--- src/design/rort_pkg.sv ---
// shared types and constants for the read-only region tracker
// no dependencies; used by every module in the design folder
package rort_pkg;

  localparam int ADDR_WIDTH  = 48;
  localparam int TABLE_DEPTH = 64;
  localparam int IDX_W       = (TABLE_DEPTH > 1) ? $clog2(TABLE_DEPTH) : 1;
  localparam int CNT_W       = 7;
  localparam int SHIFT_W     = 6;
  localparam int LIMIT_W     = 7;
  localparam int CMP_W       = (CNT_W > LIMIT_W) ? CNT_W : LIMIT_W;
  localparam int CFG_IDX_W   = 4;
  localparam int CFG_DATA_W  = 7;

  // request kinds
  localparam logic [1:0] MODE_SHARED_READ = 2'd0;
  localparam logic [1:0] MODE_WRITE_MISS  = 2'd1;
  localparam logic [1:0] MODE_UPGRADE     = 2'd2;
  localparam logic [1:0] MODE_OTHER       = 2'd3;

  // configuration register indexes
  localparam logic [CFG_IDX_W-1:0] REG_REGION_SHIFT = CFG_IDX_W'(0);
  localparam logic [CFG_IDX_W-1:0] REG_ENTRY_LIMIT  = CFG_IDX_W'(1);

  // configuration reset values
  localparam logic [SHIFT_W-1:0] REGION_SHIFT_RST = SHIFT_W'(6);
  localparam logic [LIMIT_W-1:0] ENTRY_LIMIT_RST  = LIMIT_W'(64);

  // aligned request held in the input register
  typedef struct packed {
    logic [ADDR_WIDTH-1:0] region;
    logic [1:0]            mode;
  } req_t;

  // lookup and update outcome for one request
  typedef struct packed {
    logic             hit;
    logic             inserted;
    logic             dropped;
    logic             region_read_only;
    logic [CNT_W-1:0] entry_count;
    logic [CNT_W-1:0] read_only_count;
    logic [CNT_W-1:0] written_count;
  } res_t;

endpackage

--- src/design/rort_in_stage.sv ---
// input stage: aligns the address down to its region and registers the request
// depends on rort_pkg
module rort_in_stage (
  input  logic                           clk,
  input  logic                           rst_n,
  input  logic                           in_valid,
  output logic                           in_ready,
  input  logic [rort_pkg::ADDR_WIDTH-1:0] in_req_address,
  input  logic [1:0]                     in_mode,
  input  logic [rort_pkg::SHIFT_W-1:0]   region_shift,
  input  logic                           advance,
  output logic                           req_valid,
  output rort_pkg::req_t                 req
);

  logic                  valid_r;
  logic                  valid_nxt;
  rort_pkg::req_t        req_r;
  rort_pkg::req_t        req_nxt;
  logic [rort_pkg::ADDR_WIDTH-1:0] mask;
  logic                  in_xfer;

  // room when empty or when the held request moves on this cycle
  assign in_ready = !valid_r || advance;
  assign in_xfer  = in_valid && in_ready;

  // shifts at or beyond the address width clear every bit
  assign mask = {rort_pkg::ADDR_WIDTH{1'b1}} << region_shift;

  always_comb begin
    req_nxt.region = in_req_address & mask;
    req_nxt.mode   = in_mode;
    if (in_xfer) begin
      valid_nxt = 1'b1;
    end else if (advance) begin
      valid_nxt = 1'b0;
    end else begin
      valid_nxt = valid_r;
    end
  end

  // valid flag
  always_ff @(posedge clk) begin
    if (!rst_n) begin
      valid_r <= 1'b0;
    end else begin
      valid_r <= valid_nxt;
    end
  end

  // request payload
  always_ff @(posedge clk) begin
    if (in_xfer) begin
      req_r <= req_nxt;
    end
  end

  assign req_valid = valid_r;
  assign req       = req_r;

endmodule

--- src/design/rort_table.sv ---
// region table: parallel tag compare, insert at fill position, read-only marks
// and running counts; depends on rort_pkg
module rort_table (
  input  logic                         clk,
  input  logic                         rst_n,
  input  logic                         update,
  input  rort_pkg::req_t               req,
  input  logic [rort_pkg::LIMIT_W-1:0] entry_limit,
  output rort_pkg::res_t               res
);

  logic [rort_pkg::ADDR_WIDTH-1:0] tags_r [rort_pkg::TABLE_DEPTH];
  logic [rort_pkg::TABLE_DEPTH-1:0] valid_r;
  logic [rort_pkg::TABLE_DEPTH-1:0] ro_r;
  logic [rort_pkg::CNT_W-1:0]       held_r;
  logic [rort_pkg::CNT_W-1:0]       held_nxt;
  logic [rort_pkg::CNT_W-1:0]       ro_cnt_r;
  logic [rort_pkg::CNT_W-1:0]       ro_cnt_nxt;

  logic [rort_pkg::TABLE_DEPTH-1:0] match;
  logic                             hit;
  logic                             hit_ro;
  logic                             clear_ro;
  logic                             can_insert;
  logic                             do_insert;
  logic                             shared;
  logic [rort_pkg::IDX_W-1:0]       slot;

  // tag compare against every held entry
  always_comb begin
    for (int i = 0; i < rort_pkg::TABLE_DEPTH; i++) begin
      match[i] = valid_r[i] && (tags_r[i] == req.region);
    end
  end

  assign hit    = |match;
  assign hit_ro = |(match & ro_r);
  assign shared = (req.mode == rort_pkg::MODE_SHARED_READ);

  // decide hit update, insert or drop
  always_comb begin
    clear_ro   = hit && hit_ro &&
                 ((req.mode == rort_pkg::MODE_WRITE_MISS) ||
                  (req.mode == rort_pkg::MODE_UPGRADE));
    can_insert = (rort_pkg::CMP_W'(held_r) < rort_pkg::CMP_W'(entry_limit)) &&
                 (held_r < rort_pkg::CNT_W'(rort_pkg::TABLE_DEPTH));
    do_insert  = !hit && can_insert;
    slot       = held_r[rort_pkg::IDX_W-1:0];

    held_nxt   = held_r;
    ro_cnt_nxt = ro_cnt_r;
    if (do_insert) begin
      held_nxt = held_r + rort_pkg::CNT_W'(1);
      if (shared) begin
        ro_cnt_nxt = ro_cnt_r + rort_pkg::CNT_W'(1);
      end
    end else if (clear_ro) begin
      ro_cnt_nxt = ro_cnt_r - rort_pkg::CNT_W'(1);
    end

    res.hit              = hit;
    res.inserted         = do_insert;
    res.dropped          = !hit && !can_insert;
    res.region_read_only = hit ? (hit_ro && !clear_ro) : (do_insert && shared);
    res.entry_count      = held_nxt;
    res.read_only_count  = ro_cnt_nxt;
    res.written_count    = held_nxt - ro_cnt_nxt;
  end

  // counts and valid bits
  always_ff @(posedge clk) begin
    if (!rst_n) begin
      held_r   <= '0;
      ro_cnt_r <= '0;
      valid_r  <= '0;
    end else if (update) begin
      held_r   <= held_nxt;
      ro_cnt_r <= ro_cnt_nxt;
      if (do_insert) begin
        valid_r[slot] <= 1'b1;
      end
    end
  end

  // tags and read-only marks
  always_ff @(posedge clk) begin
    if (update) begin
      for (int i = 0; i < rort_pkg::TABLE_DEPTH; i++) begin
        if (do_insert && (slot == rort_pkg::IDX_W'(i))) begin
          tags_r[i] <= req.region;
          ro_r[i]   <= shared;
        end else if (clear_ro && match[i]) begin
          ro_r[i]   <= 1'b0;
        end
      end
    end
  end

endmodule

--- src/design/read_only_region_tracker_core.sv ---
// read-only region tracker top level: config registers, input stage, table, result register
// path: an accepted request is held in the input register, looked up in the table, then captured in the result register
// throughput: one request per cycle while out_ready is high; table lookup and update happen as the request advances
// reset: clears table valid bits, counts and handshake state; config returns to defaults
// the table needs no clearing pass, so requests are taken right after reset
// depends on rort_pkg, rort_in_stage, rort_table
module read_only_region_tracker_core (
  input  logic                             clk,
  input  logic                             rst_n,
  input  logic                             in_valid,
  output logic                             in_ready,
  input  logic [rort_pkg::ADDR_WIDTH-1:0]  in_req_address,
  input  logic [1:0]                       in_mode,
  output logic                             out_valid,
  input  logic                             out_ready,
  output logic                             out_hit,
  output logic                             out_inserted,
  output logic                             out_dropped,
  output logic                             out_region_read_only,
  output logic [rort_pkg::CNT_W-1:0]       out_entry_count,
  output logic [rort_pkg::CNT_W-1:0]       out_read_only_count,
  output logic [rort_pkg::CNT_W-1:0]       out_written_count,
  input  logic                             cfg_valid,
  output logic                             cfg_ready,
  input  logic [rort_pkg::CFG_IDX_W-1:0]   cfg_index,
  input  logic [rort_pkg::CFG_DATA_W-1:0]  cfg_data
);

  logic [rort_pkg::SHIFT_W-1:0] region_shift_r;
  logic [rort_pkg::LIMIT_W-1:0] entry_limit_r;
  logic                         req_valid;
  rort_pkg::req_t               req;
  rort_pkg::res_t               res;
  rort_pkg::res_t               res_r;
  logic                         out_valid_r;
  logic                         out_valid_nxt;
  logic                         advance;

  // configuration writes
  assign cfg_ready = 1'b1;

  always_ff @(posedge clk) begin
    if (!rst_n) begin
      region_shift_r <= rort_pkg::REGION_SHIFT_RST;
      entry_limit_r  <= rort_pkg::ENTRY_LIMIT_RST;
    end else if (cfg_valid && cfg_ready) begin
      unique case (cfg_index)
        rort_pkg::REG_REGION_SHIFT: region_shift_r <= cfg_data[rort_pkg::SHIFT_W-1:0];
        rort_pkg::REG_ENTRY_LIMIT:  entry_limit_r  <= cfg_data[rort_pkg::LIMIT_W-1:0];
        default: ;
      endcase
    end
  end

  // request moves into the result register when that register is empty or its result is taken this cycle
  assign advance = req_valid && (!out_valid_r || out_ready);

  rort_in_stage u_in_stage (
    .clk            (clk),
    .rst_n          (rst_n),
    .in_valid       (in_valid),
    .in_ready       (in_ready),
    .in_req_address (in_req_address),
    .in_mode        (in_mode),
    .region_shift   (region_shift_r),
    .advance        (advance),
    .req_valid      (req_valid),
    .req            (req)
  );

  rort_table u_table (
    .clk         (clk),
    .rst_n       (rst_n),
    .update      (advance),
    .req         (req),
    .entry_limit (entry_limit_r),
    .res         (res)
  );

  // result register
  always_comb begin
    if (advance) begin
      out_valid_nxt = 1'b1;
    end else if (out_ready) begin
      out_valid_nxt = 1'b0;
    end else begin
      out_valid_nxt = out_valid_r;
    end
  end

  always_ff @(posedge clk) begin
    if (!rst_n) begin
      out_valid_r <= 1'b0;
    end else begin
      out_valid_r <= out_valid_nxt;
    end
  end

  always_ff @(posedge clk) begin
    if (advance) begin
      res_r <= res;
    end
  end

  assign out_valid            = out_valid_r;
  assign out_hit              = res_r.hit;
  assign out_inserted         = res_r.inserted;
  assign out_dropped          = res_r.dropped;
  assign out_region_read_only = res_r.region_read_only;
  assign out_entry_count      = res_r.entry_count;
  assign out_read_only_count  = res_r.read_only_count;
  assign out_written_count    = res_r.written_count;

endmodule
--- config.mk ---
export PLATFORM = sky130hd
export DESIGN_NAME = read_only_region_tracker_core
export DESIGN_NICKNAME = d
export VERILOG_FILES = /design/src/design/rort_pkg.sv /design/src/design/rort_in_stage.sv /design/src/design/rort_table.sv /design/src/design/read_only_region_tracker_core.sv
export SDC_FILE = /design/constraint.sdc
export NUM_CORES = 2
export LEC_CHECK = 0
export BUFFER_PORTS_ARGS = -buffer_cell sky130_fd_sc_hd__buf_2
export CORE_AREA = 2 2 510 512
export DETAILED_ROUTE_END_ITERATION = 16
export DIE_AREA = 0 0 512 514
export PLACE_DENSITY_LB_ADDON = 0.05
export SLEW_MARGIN = 10
export SYNTH_ARGS = -nofsm -noshare
export SYNTH_HDL_FRONTEND = slang
export SYNTH_SLANG_ARGS = --single-unit
--- constraint.sdc ---
create_clock -name clk -period 8.8 [get_ports clk]
set_clock_uncertainty 0.1 [all_clocks]
set_input_delay 0.44 -clock clk [delete_from_list [all_inputs] [get_ports clk]]
set_output_delay 0.44 -clock clk [all_outputs]
set_load 0.01 [all_outputs]
* Word-level counts from Yosys, hierarchy flattened *
Memory sizes are Yosys's and may differ from the RTL's.
Cells that the tools add are included.

word-level totals
  memories kept = 1
  bits in registers = 232
  input port bits = 66
  output and inout bits = 28
  bits in writable memories = 3,072
  logic and storage cells = 1,154

operators by class
  reduce and logical (&&, ||, !) cells = 411
  equality and inequality tests = 130
  shift-type cells = 1
  order comparisons = 4
  $add $sub $neg = 4
  mux-type cells = 520
  bitwise gates (word level) = 3

memory list
  name            depth  width  read ports  clocked after memory_dff  wr ports  line              RTL
  u_table.tags_r  64     48     64          0                         1         rort_table.sv:12  logic [rort_pkg::ADDR_WIDTH-1:0] tags_r [rort_pkg::TABLE_DEPTH];

operator list
  kind                                                 count
  equality test 48 bit                                 64
  two-way mux 48 bit                                   63
  OR reduction 48 bit                                  63
  two-way mux 1 bit                                    389
  two-way mux 6 bit                                    63
  logical AND 1 bit                                    202
  equality test 6 bit, second input constant           32
  AND reduction 2 bit                                  67
  nonzero test 2 bit                                   66
  OR reduction 64 bit                                  2
  equality test 6 x 5 -> 1 bit, second input constant  16
  AND 64 bit                                           1
  OR 64 bit                                            1
  AND 48 bit                                           1
  equality test 6 x 4 -> 1 bit, second input constant  8
  left shift 48 x 6 -> 48 bit, first input constant    1
  two-way mux 7 bit                                    4
  equality test 6 x 3 -> 1 bit, second input constant  4
  adder 7 x 1 -> 7 bit, second input constant          2
  equality test 6 x 2 -> 1 bit, second input constant  2
  < comparator 6 x 7 -> 1 bit, second input constant   1
  < comparator 7 bit                                   1
  < comparator 7 bit, second input constant            1
  subtractor 7 x 1 -> 7 bit, second input constant     1
  other kinds (12)                                     18

* Depth between registers and ports, before layout *
An unclocked memory read counts as a cell.

  depth in word-level cells = 74
  gate-level depth with buffers = 25
  depth with buffers taken out = 21

* Cells and area by module *
From an unflattened synthesis, not the netlist that was laid out.

second synthesis, totals
  cells, all modules = 8,888
  area total of the unflattened synthesis = 141,090.3 um^2

modules (own cells, without submodules)
  module                         times used  seq. area each (um^2)  cells an instance  area each (um^2)
  rort_table                     1           95,731.8               8,649              137,545.7
  rort_in_stage                  1           1,521.5                152                2,203.4
  read_only_region_tracker_core  1           1,031.0                87                 1,341.3

* Worst setup path after synthesis *
No wires, ideal clock.

  path kind = reg2reg
  from = reg u_in_stage.req_r (netlist bit u_in_stage.req[5])
  to = reg u_table.ro_r[51] in the netlist's numbering, enable pin
  library setup time = 0.310 ns
  arrival time = 7.233 ns
  setup slack = 1.157 ns
  stages on the path, launching flop included = 17
  clock period less this slack = 7.643 ns
  path buffers = 4
  required time = 8.390 ns
  cell sequence = edfxtp_1 buf_4 buf_6 inv_1 buf_2 o221ai_1 nor3_1 nand4_2 o2111ai_1 nor4_2 nand4_2 or3_4 inv_2 nand2_1 buf_2 nor3_1 o21bai_1

between the ends
  longest elaborated chain between the ends = 9
  elaborated cells between the ends (all ways) = 139
  those cells by class = eq/ne (64); bitwise (1); reduce/logical (74)

RTL lines
  what                             line                 RTL
  start: declaration               rort_in_stage.sv:18  rort_pkg::req_t req_r;
  start signal: assignment         rort_in_stage.sv:54  req_r <= req_nxt;
  equality test 48 bit             rort_table.sv:32     match[i] = valid_r[i] && (tags_r[i] == req.region);
  logical AND 1 bit                rort_table.sv:32
  AND 64 bit                       rort_table.sv:37     assign hit_ro = |(match & ro_r);
  OR reduction 64 bit              rort_table.sv:37
  logical AND 1 bit (2 in a row)   rort_table.sv:42     clear_ro = hit && hit_ro &&
  logical AND 1 bit                rort_table.sv:92     end else if (clear_ro && match[i]) begin
  nonzero test 2 bit (no line) *   --
  AND reduction 2 bit (no line) *  --
  end signal: indexed assignment   rort_table.sv:91     ro_r[i] <= shared;
  end: declaration                 rort_table.sv:14     logic [rort_pkg::TABLE_DEPTH-1:0] ro_r;

Every way passes the cells marked *; elsewhere a longest branch is shown, timed or not.
A chain may end at the register's enable or synchronous reset.

==> results.json <==
{
  "synthArstFlopShare": 0,
  "area_growth_pct": 12.5,
  "net-switching-power_mw": 7.68,
  "layout_common_cells": "edfxtp_1 (3,211), xnor2_1 (1,474), xor2_1 (1,262), nand4_1 (402), nor4_1 (393)",
  "leakage_nw": 50.8,
  "rows": 187,
  "finalCoreUtilization": 0.616,
  "post_cts_buffers": 0,
  "cts_resized": 0,
  "yosysTopAreaCellShare": 0.682,
  "cts_tree": "yes",
  "coreArea_sq_um": 258000,
  "place_ws_ns": 1.44,
  "netlist_area_sq_um": 141000,
  "critPathLaunchType": "flop",
  "endpoint_kind": "flop",
  "grt_remaining_overflow": 0,
  "slew_violations": 0,
  "pin_count": 94,
  "hp-class": "input port to flop",
  "grt_pass1_vias": 78900,
  "timing.final.hold_violations": 0,
  "post_drt_wl_per_cell_um": 34.5,
  "firstDrtPassIters": 8,
  "drv_cap": 0,
  "ir_drop_mv": 0.214,
  "met2_usage": 0.543,
  "cp.arrival_ns": 8.04,
  "finalWirelength_um": 454000,
  "finalPower_mw": 33.9,
  "p_int_mw": 26.2,
  "period_share": 0.847,
  "synth_edf_count": 3211,
  "dieWidth_um": 512,
  "outcome": "complete, no violations",
  "drt_iter0_drc": 11000,
  "tightest_slew_ns": 1.41,
  "synthFlopType": "edfxtp_1",
  "ys_types": 90,
  "power_density_nw_per_um2": 213,
  "cts_root_buffer": "clkbuf_16",
  "setup_ws_ns": 1.35,
  "synthTopCellsByArea": "edfxtp_1 (68%), xnor2_1 (9.1%), xor2_1 (7.8%)",
  "insertion_delay_ns": 0.99,
  "yosys_warnings": 0,
  "grt_max_degree": 76,
  "final_common_cell": "edfxtp_1",
  "p_seq_frac": 0.513,
  "cts.sinks": 3304,
  "die_h_um": 514,
  "setup_viol": 0,
  "combPwrFrac": 0.066,
  "yosysSeqAreaShare": 0.695,
  "grt_pass1_wl_um": 630000,
  "antenna_found_initial": 16,
  "top_usage_layer": "met2",
  "rsz0062_at_grt": "false",
  "grtUsageTotal": 0.342,
  "tns_ns": 0,
  "synth_seq_cells": 3304,
  "pwr-share-clk": 0.421,
  "relSlewSlack": 0.0587,
  "crit_required_ns": 9.39,
  "dp_hpwl_um": 278000,
  "dieArea_sq_um": 263000,
  "timing.hold.ws_ns": 0.160,
  "htreeDepth": 5,
  "clock_path_buffers": 4,
  "ant_nets": 0,
  "drive_gt1_frac": 0.115,
  "vias": 82100,
  "initial_core_util": 0.548,
  "crit_fanout": 26,
  "gp_congestion": 0.978,
  "mappedNetlistNets": 9056,
  "syn_avg_cell_area_sq_um": 15.8,
  "n_fill_cell": 19200,
  "clkSlewWorstSetupHoldPaths_ns": 0.06,
  "nets": 9585,
  "worstSetupPathType": "flop to flop",
  "use_met1": 0.476,
  "port_buffers": 92,
  "max_freq_ghz": 0.134,
  "synth_top_cell_by_area": "edfxtp_1",
  "drc": 0,
  "finalCriticalPeriod_ns": 7.45,
  "via_per_inst": 6.23,
  "gr-usage-met3": 0.0563,
  "postSynthCellCount": 8970,
  "switching_share": 0.227,
  "cts_made_buffers": 355
}
-- stage by stage --
stage | area [sq um] | cells
floorplan | 141000 | 8970
global placement | 147000 | 12500
detailed placement | 148000 | 12500
CTS | 159000 | 13200
global route | 159000 | 13200
finish | 159000 | 13200
-- power by group through the flow --
stage,clock [mW],combinational (mW),sequential (mW)
floorplan,0,1.15,17.8
global placement,0,2.16,17.7
detailed placement,0,2.19,17.7
CTS,14.4,2.22,17.4
global route,15.0,2.32,17.4
finish,14.3,2.23,17.4
-- cells in the mapped netlist (all sizes together) (16+ instances only) --
| library cell | number |
|---|---|
| or3 | 21 |
| nand3 | 115 |
| o21a | 56 |
| inv | 171 |
| nand2b | 180 |
| o211ai | 17 |
| o221ai | 33 |
| a21oi | 33 |
| a2111oi | 21 |
| o22ai | 85 |
| nor4 | 408 |
| a221o | 16 |
| nand4 | 405 |
| xnor2 | 1474 |
| clkbuf | 57 |
| nor2b | 79 |
| o2111ai | 59 |
| xor2 | 1262 |
| edfxtp | 3211 |
| ha | 19 |
| dfxtp | 93 |
| nor3 | 125 |
| or4 | 30 |
| nand2 | 109 |
| a22oi | 16 |
| buf | 376 |
| and2 | 17 |
| o21ai | 45 |
| a222oi | 19 |
| nor2 | 191 |
| o2bb2ai | 25 |
-- final cells by class --
| cell class | count | area (sq um) | area share |
|---|---|---|---|
| Tap cell | 3402 | 4260 | 0.0268 |
| Timing Repair Buffer | 605 | 5830 | 0.0366 |
| Antenna cell | 13 | 32.5 | 0.000204 |
| Clock buffer | 466 | 9510 | 0.0598 |
| Inverter | 176 | 661 | 0.00415 |
| Clock inverter | 157 | 1310 | 0.00826 |
| Sequential cell | 3304 | 98300 | 0.618 |
| Multi-Input combinational cell | 5057 | 39200 | 0.246 |
-- critical path, stage by stage, from the launching register on --
cell	delay (ns)
edfxtp_1	1.20
buf_4	0.52
xnor2_1	0.17
nand2_1	0.09
or4_1	0.65
nor4_1	1.05
nand3_1	0.38
and4b_1	0.36
nand4_2	0.18
or3_4	0.20
inv_2	0.15
nand2_2	0.13
buf_4	0.47
nor2_1	0.12
xor2_1	0.22
ha_1	0.31
a21o_1	0.19
a21oi_1	0.25
xnor2_1	0.18
xnor2_1	0.11
xnor2_1	0.15
-- path summary, 6_finish.rpt --
path              depth (start not counted)  slack, ns           startpoint                   end
setup / recovery                         20       1.35   u_in_stage.req[47]  out_written_count[6]
setup reg to reg                         20       1.35   u_in_stage.req[47]  out_written_count[6]
hold reg to reg                           2       0.36  u_table.valid_r[24]   u_table.valid_r[24]
hold / removal                            2       0.16           in_mode[1]     u_in_stage.req[1]
-- timing repair --
action                                  4_1_cts  5_1_grt
endpoints found under the setup margin        0        0
hold endpoints to repair                     96        0
hold buffers                                 74        0
-- metal layers --
metal  wire (um)  vias up
met5           0        -
li1            -    34300
met3       37600      902
met4       19500        0
met2      211000     4238
met1      186000    42700
-- flip-flops by register name, summed over array words and instances (netlist names), 50 cells and up --
register / cells
u_table.ro_r: 64
u_table.tags_r: 3072
u_table.valid_r: 64
u_in_stage.req: 50
-- kinds of logic (layout without fill, tap and decap cells) --
kind of cell / count (synthesis) / after routing / share of synthesized area
DFF: 3304 / 3304 / 0.695
and+or+nand+nor: 1745 / 1745 / 0.0714
other: 1 / 14 / 0.0000265
adders and majority gates: 20 / 20 / 0.00182
muxes: 15 / 15 / 0.00107
xor gates and xnor gates: 2736 / 2736 / 0.170
buffers and inverters: 609 / 1404 / 0.0314
AOI/OAI and AO/OA: 540 / 540 / 0.0295
No activity file was read; power rests on OpenSTA's default activity.
